**config.mk**
```make
export PLATFORM = sky130hd
export DESIGN_NAME = dcdn_front
export DESIGN_NICKNAME = d
export VERILOG_FILES = /design/src/dcdn_pkg.sv /design/src/dcdn_front.sv
export SDC_FILE = /design/constraint.sdc
export NUM_CORES = 1
export LEC_CHECK = 0
export ABC_AREA = 1
export BUFFER_PORTS_ARGS = -buffer_cell sky130_fd_sc_hd__buf_4
export CORE_UTILIZATION = 58
export DETAILED_ROUTE_END_ITERATION = 16
export PLACE_DENSITY = 0.89
export SLEW_MARGIN = 20
export SYNTH_ARGS = -nofsm -noshare
export SYNTH_HDL_FRONTEND = slang
export SYNTH_SLANG_ARGS = --single-unit
```
**constraint.sdc**
```tcl
create_clock -name clk -period 8.9 [get_ports clk]
set_input_delay 0.89 -clock clk [delete_from_list [all_inputs] [get_ports clk]]
set_output_delay 0.89 -clock clk [all_outputs]
set_load 0.02 [all_outputs]
```
**src/dcdn_pkg.sv**
```systemverilog
// Shared constants, record types and register codes for the candidate decode and NMS block.
// No dependencies; every other file of the block imports this package.
`timescale 1ns / 1ps

package dcdn_pkg;

    // Storage sizes.
    localparam int MAX_STORED  = 256;
    localparam int MAX_CLASSES = 16;
    localparam int MAX_KEPT    = 64;

    localparam int IDX_W      = $clog2(MAX_STORED);
    localparam int CNT_W      = $clog2(MAX_STORED + 1);
    localparam int KIDX_W     = (MAX_KEPT > 1) ? $clog2(MAX_KEPT) : 1;
    localparam int KCNT_W     = $clog2(MAX_KEPT + 1);
    localparam int CLS_CNT_W  = $clog2(MAX_CLASSES + 1);
    localparam int QUEUE_DEPTH = 4;
    localparam int QPTR_W     = $clog2(QUEUE_DEPTH);

    // Field widths.
    localparam int SCORE_W = 16;
    localparam int CLS_W   = 4;
    localparam int BOX_W   = 14;
    localparam int POS_W   = 11;
    localparam int SIZE_W  = 10;
    localparam int PAD_W   = 12;
    localparam int CFG_W   = 16;
    localparam int CFG_IDX_W = 3;

    // Configuration register indexes.
    localparam logic [CFG_IDX_W-1:0] CFG_SCORE_THR   = 3'd0;
    localparam logic [CFG_IDX_W-1:0] CFG_OVERLAP_THR = 3'd1;
    localparam logic [CFG_IDX_W-1:0] CFG_PAD_X       = 3'd2;
    localparam logic [CFG_IDX_W-1:0] CFG_PAD_Y       = 3'd3;
    localparam logic [CFG_IDX_W-1:0] CFG_INV_SCALE   = 3'd4;

    // Register reset values.
    localparam logic [SCORE_W-1:0] RST_SCORE_THR   = 16'd32768;
    localparam logic [SCORE_W-1:0] RST_OVERLAP_THR = 16'd29491;
    localparam logic [PAD_W-1:0]   RST_PAD         = 12'd0;
    localparam logic [CFG_W-1:0]   RST_INV_SCALE   = 16'd4096;

    // One stored candidate: score, class and box in whole model pixels.
    typedef struct packed {
        logic [SCORE_W-1:0] score;
        logic [CLS_W-1:0]   cls;
        logic [POS_W-1:0]   x;
        logic [POS_W-1:0]   y;
        logic [SIZE_W-1:0]  w;
        logic [SIZE_W-1:0]  h;
    } cand_t;

    // Request from the front to the back.
    typedef struct packed {
        logic  store;
        logic  frame_end;
        cand_t cand;
    } cand_req_t;

    // Settings the back part uses.
    typedef struct packed {
        logic [SCORE_W-1:0] overlap_thr;
        logic [PAD_W-1:0]   pad_x;
        logic [PAD_W-1:0]   pad_y;
        logic [CFG_W-1:0]   inv_scale;
    } back_cfg_t;

endpackage

```
**src/dcdn_front.sv**
```systemverilog
// Front part: accepts class-score items, tracks the best class, and queues candidate requests.
// Depends on dcdn_pkg.
`timescale 1ns / 1ps

module dcdn_front import dcdn_pkg::*;
(
    input  logic                 clk,
    input  logic                 rst_n,
    input  logic                 valid,
    output logic                 stall,
    input  logic [BOX_W-1:0]     center_x,
    input  logic [BOX_W-1:0]     center_y,
    input  logic [BOX_W-1:0]     box_width,
    input  logic [BOX_W-1:0]     box_height,
    input  logic [SCORE_W-1:0]   class_score,
    input  logic                 last_class,
    input  logic                 last_candidate,
    input  logic [SCORE_W-1:0]   score_threshold,
    input  logic                 queue_full,
    output logic                 push,
    output cand_req_t            req
);

    logic [SCORE_W-1:0]   best_score_reg, best_score_next;
    logic [CLS_W-1:0]     best_cls_reg, best_cls_next;
    logic                 best_valid_reg, best_valid_next;
    logic [CLS_CNT_W-1:0] cls_cnt_reg, cls_cnt_next;
    logic                 accept;
    logic                 cand_end;
    logic                 qualifies;
    logic signed [16:0]   edge_x2;
    logic signed [16:0]   edge_y2;
    logic signed [16:0]   left_q;
    logic signed [16:0]   top_q;

    assign stall  = queue_full;
    assign accept = valid && !queue_full;
    assign cand_end = last_class || last_candidate;

    // Running best class; scores past the class limit are ignored.
    always_comb
    begin
        best_score_next = best_score_reg;
        best_cls_next   = best_cls_reg;
        best_valid_next = best_valid_reg;
        cls_cnt_next    = cls_cnt_reg;
        if (cls_cnt_reg < CLS_CNT_W'(MAX_CLASSES))
        begin
            if (class_score > best_score_reg)
            begin
                best_score_next = class_score;
                best_cls_next   = cls_cnt_reg[CLS_W-1:0];
                best_valid_next = 1'b1;
            end
            cls_cnt_next = cls_cnt_reg + 1'b1;
        end
    end

    assign qualifies = best_valid_next && (best_score_next > score_threshold);

    // Box corner in whole pixels, truncated toward zero.
    always_comb
    begin
        edge_x2 = $signed({2'b00, center_x, 1'b0}) - $signed({3'b000, box_width});
        edge_y2 = $signed({2'b00, center_y, 1'b0}) - $signed({3'b000, box_height});
        left_q  = edge_x2[16] ? ((edge_x2 + 17'sd31) >>> 5) : (edge_x2 >>> 5);
        top_q   = edge_y2[16] ? ((edge_y2 + 17'sd31) >>> 5) : (edge_y2 >>> 5);
    end

    always_comb
    begin
        push              = accept && cand_end && (qualifies || last_candidate);
        req.store         = qualifies;
        req.frame_end     = last_candidate;
        req.cand.score    = best_score_next;
        req.cand.cls      = best_cls_next;
        req.cand.x        = left_q[POS_W-1:0];
        req.cand.y        = top_q[POS_W-1:0];
        req.cand.w        = box_width[BOX_W-1:4];
        req.cand.h        = box_height[BOX_W-1:4];
    end

    // Tracker registers clear at each candidate end.
    always_ff @(posedge clk or negedge rst_n)
    begin
        if (!rst_n)
        begin
            best_score_reg <= '0;
            best_cls_reg   <= '0;
            best_valid_reg <= 1'b0;
            cls_cnt_reg    <= '0;
        end
        else if (accept)
        begin
            if (cand_end)
            begin
                best_score_reg <= '0;
                best_cls_reg   <= '0;
                best_valid_reg <= 1'b0;
                cls_cnt_reg    <= '0;
            end
            else
            begin
                best_score_reg <= best_score_next;
                best_cls_reg   <= best_cls_next;
                best_valid_reg <= best_valid_next;
                cls_cnt_reg    <= cls_cnt_next;
            end
        end
    end

endmodule

```
# Yosys cells after proc, flatten, opt, wreduce, memory -nomap -nowiden
# Cells that the tools add are included.
# W data, S select, Z words.
totals:
  latch_bits: 0
  register_bits: 26
  in_bits: 94
  rom_bits: 0
  output_inout_bits: 66
  memories: 0
  wordCells: 34
  ram_bits: 0
op_classes:
  div: 0
  n_shift: 0
  muxes: 13
  order_cmp: 3
  eq_ne: 0
  bitwise_logic: 0
  mul: 0
  add_sub_neg: 5
  n_reduce_logical: 9
ops:
  columns: ["operator", "count"]
  rows:
  - ["$mux W16", 3]
  - ["$add A16 B6 Y16 const B", 2]
  - ["$gt A16 B16 Y1", 2]
  - ["$sub A15 B14 Y16", 2]
  - ["$mux W11", 2]
  - ["$mux W4", 3]
  - ["$mux W5", 2]
  - ["$add A5 B1 Y5 const B", 1]
  - ["$lt A5 B5 Y1 const B", 1]
  - ["$logic_and A1 B1 Y1", 4]
  - ["$mux W1", 3]
  - ["$logic_or A1 B1 Y1", 2]
  - ["$reduce_and A2 Y1", 1]
  - ["$reduce_bool A2 Y1", 1]
  - ["$logic_not A1 Y1", 1]

# Logic depth before layout (Yosys ltp)
logic_depth:
  depth_word: 7
  mapped_depth: 24
  mapped_depth_nobuf: 23

# Worst setup path before layout
# No wires, ideal clock.
synth_path:
  path_kind: "input port to output port"
  start: "in class_score[11]"
  end: "out push"
  t_required_ps: 8010
  t_arrival_ps: 3524
  n_path_buf: 1
  cell_stages: 17
  slack_ps: 4486
  path_cell_list: "ha_1 -> nand2_1 -> inv_1 -> nand4_1 -> clkinv_1 -> a31oi_4 -> nand2_4 -> buf_6 -> nand2_1 -> nand2_1 -> ha_1 -> nand2_1 -> nor4_1 -> nand2_1 -> a21oi_1 -> nand2_1 -> a21oi_1"
synth_lines:
  columns: ["element", "line", "source"]
  rows:
  - ["start: declaration", "dcdn_front.sv:15", "input logic [SCORE_W-1:0] class_score,"]
  - ["end: declaration", "dcdn_front.sv:20", "output logic push,"]

# Worst setup path after layout
layout_path:
  start: "in class_score[15]"
  end: "out push"
layout_via:
  elab_chain_len: 7
  word_cells_on_any_way: 9
  classes_between: "order compare: 2; mux: 4; reduce/logical: 3"
layout_rtl:
  columns: ["element", "line", "source"]
  rows:
  - ["$gt A16 B16 Y1", "dcdn_front.sv:49", "if (class_score > best_score_reg)"]
  - ["$mux W16", "dcdn_front.sv:49", null]
  - ["$mux W16", "dcdn_front.sv:47", "if (cls_cnt_reg < CLS_CNT_W'(MAX_CLASSES))"]
  - ["$gt A16 B16 Y1", "dcdn_front.sv:59", "assign qualifies = best_valid_next && (best_score_next > score_threshold);"]
  - ["$logic_and A1 B1 Y1 *", "dcdn_front.sv:59", null]
  - ["$logic_or A1 B1 Y1 *", "dcdn_front.sv:72", "push = accept && cand_end && (qualifies || last_candidate);"]
  - ["$logic_and A1 B1 Y1 *", "dcdn_front.sv:72", null]
# Mark *: on every way between the ends. The rest lies on a longest branch, timed or not.

==> summary by stage <==
Clocking
The count of H-tree levels built during CTS is 1. Clock tree synthesis selected as its root buffer the cell clkbuf_8. The clock latency at the later pin of the worst-skew pair is about 0.27 ns. CTS saw 26 sinks. The longest clock path from root to sink contains 2 buffers. The number of clock buffers inserted by TritonCTS is 3.

The buffers inserted during post-CTS setup optimization is 0. TritonCTS built the clock tree. The count of instances resized after the clock tree is built is 0. The post-cts hold buffer count is 0. The clock slew at the register clock pins of the worst setup and hold paths is roughly 0.090 ns.

Power and ir drop
The power density over cell area is about 110 mW/mm^2. Across the VDD grid, the largest voltage drop is 0.0000898 V. The leakage power is approximately 3.8 nW. Total power for the finished layout comes to a little under 0.7 mW.

Cells and area
With fillers left out, the area of the finished cells amounts to 0.00638 mm^2. The leading cell type in the layout, fill and taps excluded is nand2_1. The net total in the final layout is around 1.2k. Compared with the post-synthesis result, the final layout area differs by 22.9%. The count of inserted antenna diode cells is 0. Leaving out fill and tap cells, the most frequent cells in the layout are nand2_1, inv_1, buf_4. At the end of the flow the core is filled with cells to 0.735. Of the cells placed in the final design, the portion with a size suffix greater than 1 is 0.229.

The flip-flop count of the largest register, all copies and words added is 16. The post-layout instance count excluding filler cells is roughly 1.1k.

STA
Across all hold checks on the routed design, the worst slack comes to between 0.4 and 0.5 ns. In the finished design, the share of the clock period the worst path needs comes to 0.556. The final-report max-slew violation count was 0. Headroom to the max-slew limit came out at 0.546. The final count of hold timing violations was 0. For the finished layout, the period the worst path requires is 4.95 ns. Setup repair after global routing left no endpoint under its margin. Setup violations remaining at the end of the flow were counted as 0. Timing would allow up to about 200 MHz. On the final layout, the worst clock skew is approximately 0.0015 ns. The final-layout setup total negative slack is 0 ns. Across all setup checks in the final design, the least slack found is between 3 and 4 ns.

For the pin with the worst max-slew slack, the measured transition is a little under 0.7 ns.

Global routing
The via count of the first global-routing pass came to 5360. The initial antenna violation count is 0. The wire length of the first global-routing pass is 22.6 mm. The overall track demand over capacity in global routing is 0.280. The total overflow left after global routing is 0. Entering global routing, the biggest net connects 27 pins.

Place
Routability-driven placement finished with a final weighted congestion of ~0.91. The quantity of I/O buffers inserted on ports is about 160. Timing analysis after detailed placement gives a worst setup slack of about 4.0 ns. Once detailed placement completed, the half-perimeter wirelength came to between 10 and 15 mm.

The cell area after placement is 0.00631 mm^2. Counting tap cells, the placed design contains a total of 1141 instances.

Critical path
The required time at the worst-slack endpoint is 8.01 ns. The critical path starts at class_score[15]. Data arrives at the worst endpoint at 4.06 ns. The launching point of the worst reg2reg path is best_score_reg[15]. Measured in cells, the most critical reg-to-reg path has a length of 12.

The worst setup path is of the in -> out kind. The biggest fanout along the worst timing path is 26. The nature of the critical path startpoint is an input port. STA classifies the critical path endpoint as an output port.

Routing
The iteration count of the initial detailed-routing pass is 7. The ratio of routed vias to standard cells is ~5.1. For this run, design rule violations remaining after detail routing come to 0. The detailed router finished its first iteration with 201 violations. The count of nets left with antenna violations once routing finished came out at 0. The total number of vias is about 5.8k.

The final wirelength is ~13 mm. In the final routed layout, each cell accounts on average for 11.3 um.

Synth
Ranked by total cell area, the synthesized netlist is headed by nand2_1, ha_1, inv_1. The synthesized instance count is 904. Summed over all instances, the cell type with the most area after synthesis is nand2_1. Yosys printed 0 warnings. Averaged over all synthesized cells, the footprint is between 5 and 6 um^2. The share of the Yosys chip area taken by registers is 0.125. Counting flops with an async set or reset pin after synthesis yields a share of 1.00. Counting flops and latches in the post-synthesis netlist gives 26. Yosys mapped the design onto 35 distinct sky130hd cell types. The post-synthesis instance area is around 0.0052 mm^2. Of the post-synthesis cell area, the dominant cell type holds 0.213. Yosys mapped a number of flops with a built-in enable equal to 0. The most common flop cell mapped by yosys is dfrtp_1.

The synthesized net count is 1061.

Floorplanning
The initial utilization of the core area, before any placement, comes to 0.598. The count of standard-cell rows is 34. The number of top-level design ports is 160. The die is 96.6 um tall. Measured along the x axis, the die boundary spans between 90 and 100 um. The floorplan step defined a core boundary enclosing about 0.0087 mm^2. The die area is ~0.0093 mm^2.

Worst hold path
The worst min-delay path category is reg -> reg. The worst hold path stage count is 2. The startpoint of the most critical hold path is best_cls_reg[3].

Outcome
The flow ran to the end, and the final reports show no timing, DRC or antenna violations.

Job
Max-cap violations in this run came to 0.
worst paths after layout:
kind	end	slack (ns)
worst max-delay path	push	3.95
worst max register to register	best_score_reg[2]	6.57
worst min register to register	best_cls_reg[3]	0.49
max in group asynchronous	best_score_reg[5]	8.13
worst min-delay path	best_cls_reg[3]	0.49
min in group asynchronous	best_cls_reg[3]	0.51
where the power goes:
| part | switching (mW) | leakage, nW | internal (mW) |
|---|---|---|---|
| clock network | 0.0381 | 0.0357 | 0.0602 |
| registers | 0.00429 | 0.356 | 0.126 |
| logic | 0.283 | 3.45 | 0.178 |
| total | 0.326 | 3.84 | 0.364 |
routing by layer:
layer,up-vias,track usage,share of wire
met3,14,0.0275,0.060
met2,177,0.499,0.49
li1,3051,-,-
met5,-,0,0
met4,0,0.0723,0.013
met1,2568,0.361,0.44
final cells by class:
| cell class | instances | area, um^2 |
|---|---|---|
| clock inverters | 1 | 30.0 |
| well taps | 108 | 135 |
| repair buffers | 160 | 1200 |
| flip-flops and latches | 26 | 651 |
| clock buffers | 3 | 41.3 |
| multi-input cells | 661 | 3620 |
| inverters | 186 | 698 |
| fillers | 798 | 2300 |
synthesized netlist by cell type, drive strengths merged (2+ instances only):
| master | n |
|---|---|
| nand2 | 327 |
| inv | 183 |
| nand3 | 98 |
| nor2 | 69 |
| ha | 61 |
| a21oi | 35 |
| o21ai | 32 |
| buf | 30 |
| dfrtp | 26 |
| nand4 | 14 |
| xor2 | 7 |
| clkinv | 3 |
| nor3 | 3 |
| xnor2 | 3 |
| and2 | 2 |
| fa | 2 |
| nor4 | 2 |
logic make-up (layout without fill, tap and decap cells):
kind of cell | after synthesis | after routing | share of synthesized area
simple gates | 517 | 517 | 0.451
xor+xnor | 10 | 10 | 0.0169
compound gates | 71 | 71 | 0.0745
fa+ha+maj | 63 | 63 | 0.155
buf+inv | 217 | 350 | 0.178
flops | 26 | 26 | 0.125
critical path, stage by stage:
cell      delay (ns)
buf_4           0.12
ha_1            0.30
nand2_1         0.08
nor2_1          0.07
nand4_1         0.07
clkinv_1        0.12
a31oi_4         0.45
nand2_4         0.29
nand2_1         0.13
nand2_1         0.09
ha_1            0.30
nand2_1         0.07
nor4_1          0.41
nand2_1         0.10
a21oi_1         0.15
nand2_1         0.09
a21oi_1         0.15
buf_4           0.16
Note: power is estimated with default switching activity, not from simulation.
