### src/dcdn_pkg.sv
// Shared constants, record types and register codes for the candidate decode and NMS block.
// No dependencies; every other file of the block imports this package.
`timescale 1ns / 1ps

package dcdn_pkg;

    // Storage sizes.
    localparam int MAX_STORED  = 256;
    localparam int MAX_CLASSES = 16;
    localparam int MAX_KEPT    = 64;

    localparam int IDX_W      = $clog2(MAX_STORED);
    localparam int CNT_W      = $clog2(MAX_STORED + 1);
    localparam int KIDX_W     = (MAX_KEPT > 1) ? $clog2(MAX_KEPT) : 1;
    localparam int KCNT_W     = $clog2(MAX_KEPT + 1);
    localparam int CLS_CNT_W  = $clog2(MAX_CLASSES + 1);
    localparam int QUEUE_DEPTH = 4;
    localparam int QPTR_W     = $clog2(QUEUE_DEPTH);

    // Field widths.
    localparam int SCORE_W = 16;
    localparam int CLS_W   = 4;
    localparam int BOX_W   = 14;
    localparam int POS_W   = 11;
    localparam int SIZE_W  = 10;
    localparam int PAD_W   = 12;
    localparam int CFG_W   = 16;
    localparam int CFG_IDX_W = 3;

    // Configuration register indexes.
    localparam logic [CFG_IDX_W-1:0] CFG_SCORE_THR   = 3'd0;
    localparam logic [CFG_IDX_W-1:0] CFG_OVERLAP_THR = 3'd1;
    localparam logic [CFG_IDX_W-1:0] CFG_PAD_X       = 3'd2;
    localparam logic [CFG_IDX_W-1:0] CFG_PAD_Y       = 3'd3;
    localparam logic [CFG_IDX_W-1:0] CFG_INV_SCALE   = 3'd4;

    // Register reset values.
    localparam logic [SCORE_W-1:0] RST_SCORE_THR   = 16'd32768;
    localparam logic [SCORE_W-1:0] RST_OVERLAP_THR = 16'd29491;
    localparam logic [PAD_W-1:0]   RST_PAD         = 12'd0;
    localparam logic [CFG_W-1:0]   RST_INV_SCALE   = 16'd4096;

    // One stored candidate: score, class and box in whole model pixels.
    typedef struct packed {
        logic [SCORE_W-1:0] score;
        logic [CLS_W-1:0]   cls;
        logic [POS_W-1:0]   x;
        logic [POS_W-1:0]   y;
        logic [SIZE_W-1:0]  w;
        logic [SIZE_W-1:0]  h;
    } cand_t;

    // Request from the front to the back.
    typedef struct packed {
        logic  store;
        logic  frame_end;
        cand_t cand;
    } cand_req_t;

    // Settings the back part uses.
    typedef struct packed {
        logic [SCORE_W-1:0] overlap_thr;
        logic [PAD_W-1:0]   pad_x;
        logic [PAD_W-1:0]   pad_y;
        logic [CFG_W-1:0]   inv_scale;
    } back_cfg_t;

endpackage

### src/dcdn_queue.sv
// Short request queue between the front and back parts.
// Depends on dcdn_pkg.
`timescale 1ns / 1ps

module dcdn_queue import dcdn_pkg::*;
(
    input  logic      clk,
    input  logic      rst_n,
    input  logic      push,
    input  cand_req_t push_req,
    output logic      full,
    input  logic      pop,
    output logic      nonempty,
    output cand_req_t head
);

    cand_req_t            slot_reg [QUEUE_DEPTH];
    logic [QPTR_W-1:0]    wr_ptr_reg, rd_ptr_reg;
    logic [QPTR_W:0]      fill_reg;

    assign full     = (fill_reg == (QPTR_W+1)'(QUEUE_DEPTH));
    assign nonempty = (fill_reg != '0);
    assign head     = slot_reg[rd_ptr_reg];

    // Payload slots.
    always_ff @(posedge clk)
    begin
        if (push)
        begin
            slot_reg[wr_ptr_reg] <= push_req;
        end
    end

    // Pointers and fill level.
    always_ff @(posedge clk or negedge rst_n)
    begin
        if (!rst_n)
        begin
            wr_ptr_reg <= '0;
            rd_ptr_reg <= '0;
            fill_reg   <= '0;
        end
        else
        begin
            if (push)
            begin
                wr_ptr_reg <= wr_ptr_reg + 1'b1;
            end
            if (pop)
            begin
                rd_ptr_reg <= rd_ptr_reg + 1'b1;
            end
            if (push && !pop)
            begin
                fill_reg <= fill_reg + 1'b1;
            end
            else if (pop && !push)
            begin
                fill_reg <= fill_reg - 1'b1;
            end
        end
    end

endmodule

### config.mk
export PLATFORM = sky130hd
export DESIGN_NAME = dcdn_queue
export DESIGN_NICKNAME = d
export VERILOG_FILES = /design/src/dcdn_pkg.sv /design/src/dcdn_queue.sv
export SDC_FILE = /design/constraint.sdc
export NUM_CORES = 1
export LEC_CHECK = 0
export ABC_AREA = 1
export BUFFER_PORTS_ARGS = -buffer_cell sky130_fd_sc_hd__buf_2
export CORE_UTILIZATION = 55
export DETAILED_ROUTE_END_ITERATION = 6
export PLACE_DENSITY = 0.8
export SYNTH_ARGS = -nofsm -noshare
export SYNTH_HDL_FRONTEND = slang
export SYNTH_SLANG_ARGS = --single-unit
export TNS_END_PERCENT = 5
### constraint.sdc
create_clock -name clk -period 2.6 [get_ports clk]
set_clock_uncertainty 0.05 [all_clocks]
set_input_delay 0.26 -clock clk [delete_from_list [all_inputs] [get_ports clk]]
set_output_delay 0.26 -clock clk [all_outputs]
set_load 0.005 [all_outputs]
* Word-level counts from Yosys, hierarchy flattened
Memory sizes are Yosys's and may differ from the RTL's. Cells that the tools add are included.
Cells by class: add/sub/neg operators 4, multiply operators 0, div/mod/pow operators 0, order comparisons 0, equality and inequality tests 1, shifts and indexed selects 0, mux-type cells 4, bitwise gates (word level) 0, reduce and logical (&&, ||, !) cells 6
Operators by type and width (number):
- 3-bit two-way mux | 2
- 2-bit by 1-bit adder with 2-bit output (second input constant) | 2
- 3-bit by 1-bit adder with 3-bit output (second input constant) | 1
- 3-bit equality test (second input constant) | 1
- 3-bit nonzero test | 1
- 3-bit by 1-bit subtractor with 3-bit output (second input constant) | 1
- 1-bit logical AND | 2
- 1-bit zero test | 2
- 1-bit two-way mux | 2
- 2-bit nonzero test | 1
Word-level totals: flip-flop bits (word level) 7, bits in latches 0, memory bits (writable) 256, ROM bits 0, output and inout port bits 66, memories 1
Memory list:
- slot_reg | depth 4, bits a word 64, read ports 1, clocked after Yosys merged registers in 0, wr ports 1, RTL line dcdn_queue.sv:17 | cand_req_t slot_reg [QUEUE_DEPTH];

* Depth between registers and ports, before layout
Gate-level depths: netlist of the first run.
depth in word-level cells 4, depth in mapped cells 9

* Least setup slack after synthesis of the first run
OpenSTA, ideal clock, no wires.
kind reg2reg, start register wr_ptr_reg[0], end memory slot_reg[2][0] (netlist bit), enable pin, setup time 0.418 ns, data arrival time 1.915 ns, required time 2.132 ns, setup slack 0.217 ns, cell stages (with the launch flop) 5, path buffers 0, clock period less this slack 2.383 ns, cell sequence dfrtp_1 inv_1 ha_1 nand2_1 inv_1
RTL lines:
- start: declaration | RTL line dcdn_queue.sv:18 | logic [QPTR_W-1:0] wr_ptr_reg, rd_ptr_reg;
- start signal: assignment | RTL line dcdn_queue.sv:47 | wr_ptr_reg <= wr_ptr_reg + 1'b1;
- end: declaration | RTL line dcdn_queue.sv:17
Straight into the memory's write port.

==> results of run 1 <==
==> where the power goes <==
part	internal [mW]	switching, mW
Combinational	1.82	2.81
Sequential	5.55	0.344
Clock	1.89	1.49
==> critical path, stage by stage, from the launching register on <==
cell and delay (ps):
dfrtp_4 800, buf_4 340, nand2_1 80, o211ai_1 100, nand2_1 100, buf_2 140
==> cell type report <==
class / count / area (um2)
clock inverter: 15 / 70.1
sequential: 263 / 7870
timing repair buffer: 216 / 1560
tap: 265 / 332
multi-input combinational: 349 / 2090
clock buffer: 33 / 698
fill: 1339 / 6260
inverter: 140 / 527
==> path summary, 6_finish.rpt <==
path	slack (ps)	cells after the start	to
worst max-delay path	210	5	head[45]
max in group asynchronous	2260	2	rd_ptr_reg[1]
worst max register to register	920	5	slot_reg[2][19]
min in group clk	420	2	fill_reg[2]
worst min-delay path	50	2	wr_ptr_reg[1]
worst min register to register	420	2	fill_reg[2]
==> Yosys cell counts, drive strengths merged <==
library cell  instances  share of area
nand4                 1        0.00058
edfxtp              256           0.71
fa                    1         0.0018
nand2               206          0.071
xor2                  3         0.0024
o211ai              128           0.11
xnor2                 1        0.00081
nand3                 1        0.00046
inv                 140          0.048
nor2                  1        0.00034
dfrtp                 7          0.016
clkbuf                1        0.00034
nor3                  1        0.00046
ha                    5         0.0058
o21ai                 1        0.00046
buf                  43          0.036
==> kinds of logic after synthesis <==
kind of cell | count (synthesis) | synth area share
AOI/OAI and AO/OA | 129 | 0.109
xor gates and xnor gates | 4 | 0.00322
adders and majority gates | 6 | 0.00759
buffers and inverters | 184 | 0.0847
DFF | 263 | 0.723
and+or+nand+nor | 210 | 0.0729
==> per-stage QoR <==
step | hold slack [ps] | power (mW)
global placement | 58.9 | 10.4
global route | 60.9 | 14.7
CTS | 37.9 | 14.0
detailed placement | 61.3 | 10.6
floorplan | -85.6 | 9.15
finish | 54.1 | 13.9
==> metal layers <==
layer,vias to the layer above,part of all wire
met3,29,0.053
met4,0,0.021
met2,176,0.52
met1,3060,0.40
li1,3163,-
met5,-,0
==> what timing repair did <==
item | CTS | global route
gates resized for setup | 0 | 0
setup endpoints to repair | 0 | 0
endpoints found under the hold margin | 267 | 0
hold buffers | 67 | 0
==> run_results.csv, run 1 <==
group,metric,value,unit
die,dieArea,0.0203,mm2
sta,fin_ws,212,ps
cells_and_area,finalNonFillerCells,1281,
sta,tns,0,ps
place,place_ws,773,ps
cts,post_cts_buffers,0,
cells_and_area,antenna_cells,0,
routing,ant_nets,0,
sta,slew_headroom,0.467,
routing,routed_wirelength,20.5,mm
die,core,0.0194,mm2
cts,cts_buffers,26,
setup_path,start_kind,"flip-flop",
cts,cts-htree-levels,1,
cells_and_area,largest_register_ffs,256,
routing,firstDrtPassIters,5,
routing,route.detailed.drc,0,
grt,grt_max_degree,65,
routing,wl_per_cell,16.0,um
sta,final_min_period_over_clock_period,0.919,
power_and_ir_drop,vdd_ir_drop_max,0.831,mV
grt,grt_use_met3,0.0349,
cts,clock_path_buffers,3,
die,rows,51,
setup_path,path_max_fanout,41,
cells_and_area,final_cell_mix,"edfxtp_1, nand2_1, inv_1",
die,die_x,143,um
die,start_util,0.561,
setup_path,arrival,2080,ps
cts,clk_pin_slew_worst_paths,60,ps
sta,final.min_clock_period,2390,ps
grt,grt_pass1_vias,6506,
cts,worstSkewPairLatency,520,ps
setup_path,worstSetupPathType,"reg2out",
die,ios,134,
synth,ys_types,20,
sta,hold_violations,0,
cts,cts-root-buf,"clkbuf_16",
grt,grt_pass1_wl,32.0,mm
cells_and_area,final_core_util,0.678,
place,globalplace.congestion,0.730,
power_and_ir_drop,p_leak,5.35,nW
setup_path,required,2290,ps
cells_and_area,layout_commonest_cell,"edfxtp_1",
synth,synth-seq-cells,263,
synth,syn-instance-count,796,
sta,finalMaxSlewViolations,0,
setup_path,endpoint_kind,"output pin",
sta,tightest_slew,800,ps
cts,clock-sinks,263,
sta,rsz0062_at_grt,"false",
synth,syn_nets,870,
run_status,status,"completed",
routing,vias,6428,
setup_path,r2r-start,"wr_ptr_reg[0]",
synth,syn_area,0.0109,mm2
synth,ys_seq_area_frac,0.723,
cells_and_area,final_cell_area,0.0131,mm2
place,dp_hpwl,11.3,mm
cells_and_area,num-nets-final,1070,
sta,finalSetupViolCount,0,
routing,vias_per_cell,5.02,
die,fp.dieH,143,um
place,place_area,0.0117,mm2
grt,track_usage,0.206,
routing,drt_iter0_markers,427,
setup_path,critical_path.startpoint,"rd_ptr_reg[0]",
place,dp_cells,1166,
place,io_buffers,133,
cts,cts_tree,"built",
min_path,min_path_type,"in2async",
power_and_ir_drop,powerDensity,1060,mW/mm2
synth,syn_avg_cell_area,13.7,um2
cells_and_area,drive_gt1_frac,0.229,
sta,clock.fmax,419,MHz
grt,overflow,0,
cells_and_area,area_delta_synth_final,20.8,%
grt,busiest_layer,"met2",
synth,ys_warn_count,0,
grt,antenna_found_initial,0,
job,cap_violations,0,
grt,grt_use_met1,0.242,
grt,use_met2,0.383,
Power figures use the tool's default switching activity.
==> run 2, diff against run 1 <==
Settings changed: CTS_BUF_LIST from default to sky130_fd_sc_hd__clkbuf_8.
==> run_results.csv, run 2 (synthesized netlist as in run 1, its figures left out) <==
group,metric,value,unit
cells_and_area,drive_gt1_frac,0.237,
cells_and_area,final_core_util,0.678,
die,ios,134,
place,dp_hpwl,11.3,mm
cts,clock_path_buffers,3,
die,start_util,0.561,
place,globalplace.congestion,0.730,
sta,tns,0,ps
routing,firstDrtPassIters,4,
place,dp_cells,1166,
setup_path,path_max_fanout,41,
setup_path,worstRegToRegCells,5,
cells_and_area,area_delta_synth_final,20.9,%
die,die_x,143,um
die,dieArea,0.0203,mm2
cells_and_area,layout_commonest_cell,"edfxtp_1",
routing,ant_nets,0,
sta,tightest_slew,800,ps
setup_path,start_kind,"flip-flop",
job,cap_violations,0,
setup_path,cp_cell_sequence,"buf_4 > nand2_1 > o211ai_2 > nand2_1 > buf_2",
cells_and_area,antenna_cells,0,
setup_path,cp_slowest_stage_delay,800,ps
sta,finalSetupViolCount,0,
setup_path,crit_end,"head[45]",
sta,final.min_clock_period,2390,ps
routing,route.detailed.drc,0,
sta,rsz0062_at_grt,"false",
setup_path,reg2reg_slack,920,ps
min_path,min_path_type,"in2async",
setup_path,critical_path.startpoint,"rd_ptr_reg[0]",
cts,hold_buffers,67,
cells_and_area,num-fill-cells,1342,
sta,finalMaxSlewViolations,0,
place,place_ws,773,ps
cts,cts_buffers,43,
routing,routed_wirelength,20.8,mm
grt,grt_pass1_vias,6646,
cells_and_area,largest_register_ffs,256,
cts,clk_pin_slew_worst_paths,60,ps
cells_and_area,final_cell_area,0.0131,mm2
setup_path,required,2290,ps
die,fp.dieH,143,um
die,core,0.0194,mm2
routing,vias,6582,
cts,cts_resized,0,
cts,cts-root-buf,"clkbuf_8",
routing,wl_per_cell,15.9,um
cts,post_cts_buffers,0,
setup_path,endpoint_kind,"output pin",
setup_path,r2r-start,"wr_ptr_reg[0]",
cells_and_area,num-nets-final,1087,
sta,hold_violations,0,
grt,track_usage,0.212,
power_and_ir_drop,powerDensity,1050,mW/mm2
cts,worstSkewPairLatency,530,ps
cells_and_area,finalNonFillerCells,1311,
setup_path,crit_top_cell,"nand2_1",
grt,grt_pass1_wl,32.7,mm
sta,clock.fmax,418,MHz
routing,drt_iter0_markers,348,
routing,vias_per_cell,5.02,
setup_path,arrival,2080,ps
setup_path,worstSetupPathType,"reg2out",
cells_and_area,multi_input_area,0.00209,mm2
sta,fin_ws,206,ps
setup_path,reg2reg_to,"slot_reg[2][23]",
cells_and_area,final-seq-area,0.00787,mm2
power_and_ir_drop,p_leak,5.43,nW
grt,grt_max_degree,65,
cells_and_area,final_cell_mix,"edfxtp_1, nand2_1, inv_1",
cts,clock-sinks,263,
power_and_ir_drop,vdd_ir_drop_max,0.645,mV
place,io_buffers,133,
setup_path,critical-path-slowest-cell,"dfrtp_4",
run_status,status,"completed",
grt,antenna_found_initial,0,
die,rows,51,
grt,overflow,0,
sta,final_min_period_over_clock_period,0.921,
sta,slew_headroom,0.467,
cts,cts-htree-levels,2,
cts,cts_tree,"built",
place,place_area,0.0117,mm2
[run 2: cell types whose count changed in the layout (fill, tap and decap cells not counted), moves of 3 or more]
cell	delta
clkbuf_8	+44
clkbuf_16	-27
inv_1	+18
clkbuf_1	-6
clkinv_1	+3
clkinv_2	-3
[run 2: routing by layer]
metal  part of all wire  vias up  wire length, um  track usage
met4              0.021        0              446       0.0792
li1                   -     3201                -            -
met5                  0        -                0            0
met2               0.53      201            11000        0.386
met3              0.055       38             1160       0.0466
met1               0.40     3142             8270        0.245
[run 2: cell type report]
type / instances / area share
clock buffers: 44 / 0.0461
clock inverters: 34 / 0.0126
inverters: 140 / 0.0401
multi-input cells: 349 / 0.159
flip-flops and latches: 263 / 0.599
well taps: 265 / 0.0252
repair buffers: 216 / 0.118
[run 2: worst min path at each step]
stage	end	depth (start not counted)	slack [ps]	startpoint
after floorplan	fill_reg[0]	0	-90	rst_n
after global placement	fill_reg[0]	1	60	rst_n
after detailed placement	fill_reg[0]	1	60	rst_n
after CTS	fill_reg[0]	2	10	rst_n
after global routing	fill_reg[1]	2	30	rst_n
final	wr_ptr_reg[1]	2	40	rst_n
[run 2: report_power, final]
part	switching (mW)	internal [mW]	total (mW)
logic	2.81	1.82	4.63
clock network	1.53	1.67	3.20
registers	0.347	5.56	5.90
[run 2: per-stage QoR]
stage / hold slack (ps) / power [mW]
global placement: 58.9 / 10.4
global route: 32.4 / 14.6
floorplan: -85.6 / 9.15
detailed placement: 61.3 / 10.6
CTS: 11.6 / 13.9
finish: 38.5 / 13.7
[run 2: worst max-delay path: cells and delay by family, from the launching register on]
family                 cells  cell delay (ps)
buffers and inverters      2              480
AOI/OAI and AO/OA          1               70
DFF                        1              800
and+or+nand+nor            2              190
==> run 3, diff against run 2 <==
Clock period 2.6 ns to 2.5 ns, I/O delays scaled along.
==> run_results.csv, run 3 (synthesized netlist as in run 1, its figures left out) <==
group,metric,value,unit
place,io_buffers,133,
setup_path,worstSetupPathType,"reg2out",
sta,tightest_slew,834,ps
die,fp.dieH,143,um
grt,grt_max_degree,69,
setup_path,reg2reg_slack,820,ps
cts,clk_pin_slew_worst_paths,70,ps
power_and_ir_drop,p_total,14.3,mW
grt,track_usage,0.210,
cells_and_area,drive_gt1_frac,0.240,
routing,met3_length,1.09,mm
die,die_x,143,um
routing,met2_length,10.8,mm
routing,firstDrtPassIters,4,
cts,clock-sinks,263,
setup_path,arrival,2080,ps
min_path,min_path_type,"in2async",
sta,rsz0062_at_grt,"false",
cts,cts_buffers,42,
place,globalplace.congestion,0.735,
cts,post_cts_buffers,0,
die,rows,51,
sta,final_min_period_over_clock_period,0.954,
sta,fin_ws,115,ps
power_and_ir_drop,seqPwrFrac,0.427,
sta,slew_headroom,0.444,
sta,final.min_clock_period,2380,ps
die,ios,134,
cells_and_area,num-nets-final,1085,
power_and_ir_drop,vdd_ir_drop_max,0.606,mV
setup_path,worstRegToRegCells,5,
setup_path,path_max_fanout,64,
grt,grt_pass1_wl,32.5,mm
cells_and_area,largest_register_ffs,256,
power_and_ir_drop,clockPowerShare,0.233,
cells_and_area,final_cell_mix,"edfxtp_1, nand2_1, inv_1",
setup_path,reg2reg_to,"slot_reg[0][14]",
cells_and_area,num-fill-cells,1378,
cts,worstSkewPairLatency,520,ps
cts,clock_path_buffers,3,
sta,hold_violations,0,
sta,finalMaxSlewViolations,0,
setup_path,required,2200,ps
cts,cts_resized,0,
sta,finalSetupViolCount,0,
power_and_ir_drop,pwr-share-comb,0.340,
cts,cts-htree-levels,2,
setup_path,path_delay_family,"buffers and inverters",
setup_path,cp_num_buf_inv,2,
routing,vias_per_cell,5.04,
setup_path,r2r-start,"wr_ptr_reg[0]",
sta,clock.fmax,419,MHz
place,place_ws,650,ps
routing,wl_per_cell,16.0,um
power_and_ir_drop,intPower,9.44,mW
grt,grt_pass1_vias,6555,
routing,routed_wirelength,20.8,mm
setup_path,critical-path-slowest-cell,"buf_4",
die,core,0.0194,mm2
setup_path,cp_cell_sequence,"buf_4 > o211ai_1 > nand2_1 > buf_2",
power_and_ir_drop,powerDensity,1090,mW/mm2
setup_path,endpoint_kind,"output pin",
grt,overflow,0,
routing,route.detailed.drc,0,
cells_and_area,area_delta_synth_final,20.7,%
routing,ant_nets,0,
die,dieArea,0.0203,mm2
setup_path,cp_slowest_stage_delay,660,ps
power_and_ir_drop,switchingPower,4.83,mW
die,start_util,0.561,
cts,cts-root-buf,"clkbuf_8",
power_and_ir_drop,sw_frac_of_total,0.338,
place,dp_hpwl,11.2,mm
cells_and_area,layout_commonest_cell,"edfxtp_1",
routing,top_layer,"met4",
setup_path,start_kind,"flip-flop",
power_and_ir_drop,p_leak,5.40,nW
run_status,status,"completed",
routing,drt_iter0_markers,368,
grt,antenna_found_initial,1,
routing,vias,6554,
sta,tns,0,ps
cts,cts_tree,"built",
routing,wl_met1,8.38,mm
job,cap_violations,0,
-- run 3: changes by cell type in the layout (fill, tap and decap cells not counted), sizes merged --
cell,before,now
inv,158,152
clkinv,14,10
buf,149,148
bufinv,1,2
clkbuf,44,43
diode,0,1
-- run 3: power groups by stage --
stage / combinational [mW] / clock, mW / sequential, mW
2_1_floorplan: 3.44 / 0 / 6.07
3_3_place_gp: 4.69 / 0 / 6.14
3_5_place_dp: 4.80 / 0 / 6.18
4_1_cts: 4.91 / 3.42 / 6.09
5_1_grt: 5.39 / 3.60 / 6.16
6_report: 4.85 / 3.33 / 6.10
-- run 3: per-stage QoR --
stage          instances  utilization  area [um2]  hold slack (ps)
2_1_floorplan        796            -       10900            -95.6
3_3_place_gp        1165        0.604       11700             47.3
3_5_place_dp        1165        0.604       11700             51.1
4_1_cts             1300        0.677       13100             6.01
5_1_grt             1300        0.677       13100             33.0
6_report            1301        0.677       13100             41.4
-- run 3: timing repair --
action,4_1_cts,5_1_grt
setup endpoints to repair,0,0
endpoints found under the hold margin,267,0
hold buffers,67,0
-- run 3: how the worst max path moves through the flow --
stage,start,endpoint,cells past startpoint
floorplan,wr_ptr_reg[0],slot_reg[2][0],4
global placement,rd_ptr_reg[1],head[57],4
detailed placement,rd_ptr_reg[1],head[27],4
CTS,rd_ptr_reg[1],head[39],4
global route,rd_ptr_reg[1],head[27],4
finish,rd_ptr_reg[1],head[39],4
-- run 3: layer usage --
metal | up-vias | GRT usage
li1 | 3185 | -
met1 | 3147 | 0.250
met2 | 184 | 0.372
met3 | 38 | 0.0449
met4 | 0 | 0.0815
met5 | - | 0
-- run 3: layout make-up --
type | count | area, um2 | share of cell area
Tap cell | 265 | 332 | 0.0253
Antenna cell | 1 | 2.50 | 0.000191
Sequential cell | 263 | 7870 | 0.599
Clock inverter | 25 | 155 | 0.0118
Clock buffer | 43 | 592 | 0.0451
Timing Repair Buffer | 215 | 1560 | 0.119
Inverter | 140 | 527 | 0.0401
Multi-Input combinational cell | 349 | 2090 | 0.159
